<file path="config.mk">
export PLATFORM = sky130hd
export DESIGN_NAME = acct_setup
export DESIGN_NICKNAME = d
export VERILOG_FILES = /design/src/sv/acct_pkg.sv /design/src/sv/acct_setup.sv
export SDC_FILE = /design/constraint.sdc
export NUM_CORES = 1
export LEC_CHECK = 0
export BUFFER_PORTS_ARGS = -buffer_cell sky130_fd_sc_hd__buf_2
export CORE_ASPECT_RATIO = 0.5
export CORE_MARGIN = 2
export CORE_UTILIZATION = 30
export CTS_BUF_LIST = sky130_fd_sc_hd__clkbuf_4
export DETAILED_ROUTE_END_ITERATION = 7
export GPL_ROUTABILITY_DRIVEN = 0
export GPL_TIMING_DRIVEN = 0
export PLACE_DENSITY = 0.47
export SLEW_MARGIN = 5
export SYNTH_ARGS = -nofsm -noshare
export SYNTH_HDL_FRONTEND = slang
export SYNTH_SLANG_ARGS = --single-unit
</file>
<file path="constraint.sdc">
create_clock -name clk -period 4 [get_ports clk]
set_clock_uncertainty 0.2 [all_clocks]
set_input_delay 0.4 -clock clk [delete_from_list [all_inputs] [get_ports clk]]
set_output_delay 0.4 -clock clk [all_outputs]
set_load 0.005 [all_outputs]
</file>
<file path="src/sv/acct_pkg.sv">
`timescale 1ns / 1ps
// ----------------------------------------------------------------------------
// acct_pkg
// Shared widths and item types for the box / circle collision pipeline.
// ----------------------------------------------------------------------------
package acct_pkg;

	localparam int COORD_BITS = 16;
	localparam int SIZE_BITS  = COORD_BITS - 1;
	localparam int DBL_BITS   = COORD_BITS + 2;   // doubled coordinates
	localparam int RAD_BITS   = COORD_BITS;       // radius or sum of radii
	localparam int SQ_BITS    = 2 * DBL_BITS;
	localparam int RSQ_BITS   = 2 * RAD_BITS;

	typedef logic signed [COORD_BITS-1:0] coord_t;
	typedef logic        [SIZE_BITS-1:0]  size_t;
	typedef logic signed [DBL_BITS-1:0]   dbl_t;
	typedef logic        [DBL_BITS-1:0]   mag_t;
	typedef logic        [RAD_BITS-1:0]   rad_t;

	typedef struct packed {
		logic   first_is_circle;
		coord_t first_x;
		coord_t first_y;
		size_t  first_w;
		size_t  first_h;
		logic   second_is_circle;
		coord_t second_x;
		coord_t second_y;
		size_t  second_w;
		size_t  second_h;
	} pair_t;

	typedef struct packed {
		logic hit;
		logic bounds_overlap;
	} result_t;

	typedef struct packed {
		logic coarse;
		logic box_only;
		dbl_t cx;
		dbl_t cy;
		dbl_t lox;
		dbl_t hix;
		dbl_t loy;
		dbl_t hiy;
		rad_t rad;
	} s1_t;

	typedef struct packed {
		logic coarse;
		logic box_only;
		mag_t mx;
		mag_t my;
		rad_t rad;
	} s2_t;

	typedef struct packed {
		logic                coarse;
		logic                box_only;
		logic [SQ_BITS-1:0]  sqx;
		logic [SQ_BITS-1:0]  sqy;
		logic [RSQ_BITS-1:0] rsq;
	} s3_t;

endpackage

</file>
<file path="src/sv/acct_setup.sv">
`timescale 1ns / 1ps
// ----------------------------------------------------------------------------
// acct_setup
// Stage 1: doubled bounds, coarse box overlap, circle / box role selection.
// ----------------------------------------------------------------------------
module acct_setup (
	input  logic           clk,
	input  logic           en,
	input  acct_pkg::pair_t pair,
	output acct_pkg::s1_t   s1
);
	import acct_pkg::*;

	dbl_t a_lox, a_hix, a_loy, a_hiy, a_cx, a_cy;
	dbl_t b_lox, b_hix, b_loy, b_hiy, b_cx, b_cy;
	s1_t  nxt;

	always_comb begin
		a_lox = {pair.first_x[COORD_BITS-1], pair.first_x, 1'b0};
		a_loy = {pair.first_y[COORD_BITS-1], pair.first_y, 1'b0};
		a_hix = a_lox + {2'b00, pair.first_w, 1'b0};
		a_hiy = a_loy + {2'b00, pair.first_h, 1'b0};
		a_cx  = a_lox + {3'b000, pair.first_w};
		a_cy  = a_loy + {3'b000, pair.first_h};
		b_lox = {pair.second_x[COORD_BITS-1], pair.second_x, 1'b0};
		b_loy = {pair.second_y[COORD_BITS-1], pair.second_y, 1'b0};
		b_hix = b_lox + {2'b00, pair.second_w, 1'b0};
		b_hiy = b_loy + {2'b00, pair.second_h, 1'b0};
		b_cx  = b_lox + {3'b000, pair.second_w};
		b_cy  = b_loy + {3'b000, pair.second_h};

		nxt.coarse   = (a_hix > b_lox) && (a_lox < b_hix) &&
		               (a_hiy > b_loy) && (a_loy < b_hiy);
		nxt.box_only = !pair.first_is_circle && !pair.second_is_circle;

		// two circles: clamp window collapses onto the second center
		priority if (pair.first_is_circle && pair.second_is_circle) begin
			nxt.cx  = a_cx;
			nxt.cy  = a_cy;
			nxt.lox = b_cx;
			nxt.hix = b_cx;
			nxt.loy = b_cy;
			nxt.hiy = b_cy;
			nxt.rad = {1'b0, pair.first_w} + {1'b0, pair.second_w};
		end else if (pair.second_is_circle) begin
			nxt.cx  = b_cx;
			nxt.cy  = b_cy;
			nxt.lox = a_lox;
			nxt.hix = a_hix;
			nxt.loy = a_loy;
			nxt.hiy = a_hiy;
			nxt.rad = {1'b0, pair.second_w};
		end else begin
			nxt.cx  = a_cx;
			nxt.cy  = a_cy;
			nxt.lox = b_lox;
			nxt.hix = b_hix;
			nxt.loy = b_loy;
			nxt.hiy = b_hiy;
			nxt.rad = {1'b0, pair.first_w};
		end
	end

	s1_t s1_s1;

	always_ff @(posedge clk) begin
		if (en) begin
			s1_s1 <= nxt;
		end
	end

	assign s1 = s1_s1;

endmodule

</file>
==> impl_metrics.tcl <==
set metrics [dict create \
    outcome "finished clean" \
    root_buffer "clkbuf_4" \
    regArea_um2 3720 \
    num_vias 12500 \
    synth_fa_ha_area_share_pct 20.2 \
    grt_pass1_vias 12200 \
    finalHoldViolCount 0 \
    start_util_pct 30.2 \
    synth_edf_count 124 \
    stdcell_count 2366 \
    core_area_um2 43300 \
    wl_per_cell_um 22.4 \
    clock_sinks 124 \
    drive_above_1_share_pct 18.4 \
    grt_overflow 0 \
    slew-limit-headroom_pct 16.0 \
    drc 0 \
    syn_area_per_cell_um2 9.07 \
    tightestPinTransition_ns 1.26 \
    ys.flop_type "edfxtp_1" \
    crit_fanout 4 \
    syn_area_um2 13100 \
    maxCapViolations 0 \
    fillCellCount 4564 \
    wl_um 53000 \
    drt_iter0_markers 929 \
    hold_depth 1 \
    rows 54 \
    grt_pass1_wl_um 75600 \
    finalSetupViolCount 0 \
    min_from "en" \
    leakage_nw 7.26 \
    cts_htree_levels 4 \
    yosysSeqAreaShare_pct 28.4 \
    dp_hpwl_um 41900 \
    antenna_found_initial 4 \
    synth-xor-area-share_pct 7.09 \
    drv_slew 0 \
    synth_nets 1777 \
    start_kind "input pin" \
    largest_register_ffs 124 \
    ys_types 76 \
    antenna_left 0 \
    async_reset_ff_share_pct 0 \
    final_net_count 2097 \
    ys_seq_elements 124 \
    synth_compound_area_share_pct 23.6 \
    syn_inst 1443 \
    die-area_um2 45400 \
    required_ns 4.15 \
    fin_crit_sh_pct 100 \
    multi_input_area_um2 8980 \
    crit_type "in2reg" \
    fin_crit_ns 4.00 \
    fp.dieW_um 299 \
    yosys.area_share.simple_pct 12.9 \
    synthMuxAreaShare_pct 4.26 \
    synth_top_family_by_area "compound AO/OA/AOI/OAI gates" \
    io_pins 254 \
    post-place-ws_ns -0.985 \
    clkTransAtPathRegs_ns 0.12 \
    placedCellCount 2284 \
    crit_path_end_kind "register" \
    grt_max_degree 76 \
    holdCritPathClass "in2reg" \
    track_usage_pct 22.9 \
    port_buffers 252 \
    finalWorstSetupSlack_ns 0.00131 \
    cts_tree "done" \
    clock.fmax_mhz 250 \
    peakVddDrop_mv 0.165 \
    cts_buffers 17 \
    yosys_warnings 0 \
    clock_path_buffers 2 \
    viasPerCell 5.27 \
    area_growth_syn_to_layout_pct 21.9 \
    worstSetupStartpoint "pair[46]" \
    min_to "s1[101]$_DFFE_PP_" \
    power_density_nw_per_um2 313 \
    dieHeight_um 152 \
    cp.arrival_ns 4.15 \
    first_pass_iters 8 \
]
[synth_stat cells (all sizes together), types with 25 or more instances]
cell / count / area (um2)
edfxtp: 124 / 3720
a21oi: 142 / 714
clkbuf: 28 / 105
nor2: 125 / 469
xnor2: 69 / 604
mux2i: 49 / 490
o21a: 25 / 188
nand2: 100 / 375
xor2: 37 / 324
ha: 197 / 2460
o21ai: 89 / 449
inv: 78 / 293
a21o: 62 / 465
[how the worst max path moves through the flow]
stage / endpoint / cells past startpoint
2_1_floorplan: s1[125]$_DFFE_PP_ / 18
3_3_place_gp: s1[125]$_DFFE_PP_ / 13
3_5_place_dp: s1[125]$_DFFE_PP_ / 13
4_1_cts: s1[125]$_DFFE_PP_ / 19
5_1_grt: s1[125]$_DFFE_PP_ / 15
6_report: s1[125]$_DFFE_PP_ / 13
[cell type report]
cell class / instances / share of cell area (%)
multi-input cells: 1204 / 56.3
flip-flops and latches: 124 / 23.3
repair buffers: 301 / 11.1
well taps: 588 / 4.61
inverters: 79 / 1.86
plain buffers: 36 / 1.05
clock buffers: 19 / 0.894
clock inverters: 12 / 0.808
diodes: 3 / 0.0471
[stage by stage]
| step | area, um2 | total power [mW] | hold slack [ns] | TNS [ns] | util (%) |
|---|---|---|---|---|---|
| floorplan | 13100 | 3.09 | 0.312 | 0 | - |
| global placement | 15100 | 3.94 | 0.505 | -1.03 | 34.8 |
| detailed placement | 15100 | 3.94 | 0.503 | -0.985 | 34.9 |
| CTS | 15900 | 4.99 | 0.00234 | 0 | 36.7 |
| global route | 16000 | 5.32 | 0.00795 | -0.00518 | 36.8 |
| finish | 16000 | 4.99 | 0.0280 | 0 | 36.8 |
[critical path: stages]
cell	delay [ns]
buf_2	0.13
ha_1	0.29
fa_1	0.43
a21o_1	0.19
a31oi_2	0.26
o31ai_1	0.18
o41ai_2	0.40
o21ai_1	0.19
a211o_1	0.36
ha_1	0.38
nand4_1	0.14
a2111oi_2	0.66
a211oi_1	0.12
[cells in the final DEF (no fill, tap or decap), types with 15 or more instances in the layout]
cell type,count
clkbuf_1,28
nand2_1,100
edfxtp_1,124
mux2i_1,49
dlygate4sd3_1,46
nand3_1,21
nor2_1,125
o211ai_1,16
ha_1,197
a21oi_1,139
o21bai_1,17
xor2_1,37
o21ai_1,33
nand2b_1,15
clkbuf_4,19
a31oi_1,22
o21ai_0,54
xnor2_1,68
a21o_1,62
buf_2,251
inv_1,76
o21a_1,25
a211oi_1,20
nor3_1,22
[cells by family after synthesis]
kind of cell / after synthesis
AND/OR/NAND/NOR: 364
adder cells (fa/ha/maj): 206
flip-flops: 124
buffers and inverters: 115
AO/OA/AOI/OAI: 473
XOR/XNOR: 106
multiplexers: 55
[power by group]
group	switching, mW	internal, mW
clock network	0.550	0.428
registers	0.0444	1.65
logic	1.36	0.953
[per-layer routing]
metal | vias to the layer above | GRT usage [%] | part of all wire [%]
met5 | - | 0 | 0
li1 | 6044 | - | -
met2 | 355 | 37.8 | 46
met4 | 0 | 5.65 | 1.9
met3 | 52 | 4.31 | 6.1
met1 | 6013 | 31.0 | 46
[timing repair]
| action | 4_1_cts | 5_1_grt |
|---|---|---|
| endpoints found under the hold margin | 38 | 0 |
| pin swaps | 0 | 8 |
| setup endpoints to repair | 1 | 1 |
| buffers inserted | 0 | 2 |
| hold buffers | 46 | 0 |
| gates cloned | 0 | 0 |
| gates resized for setup | 5 | 12 |
(Power assumes the default switching activity.)
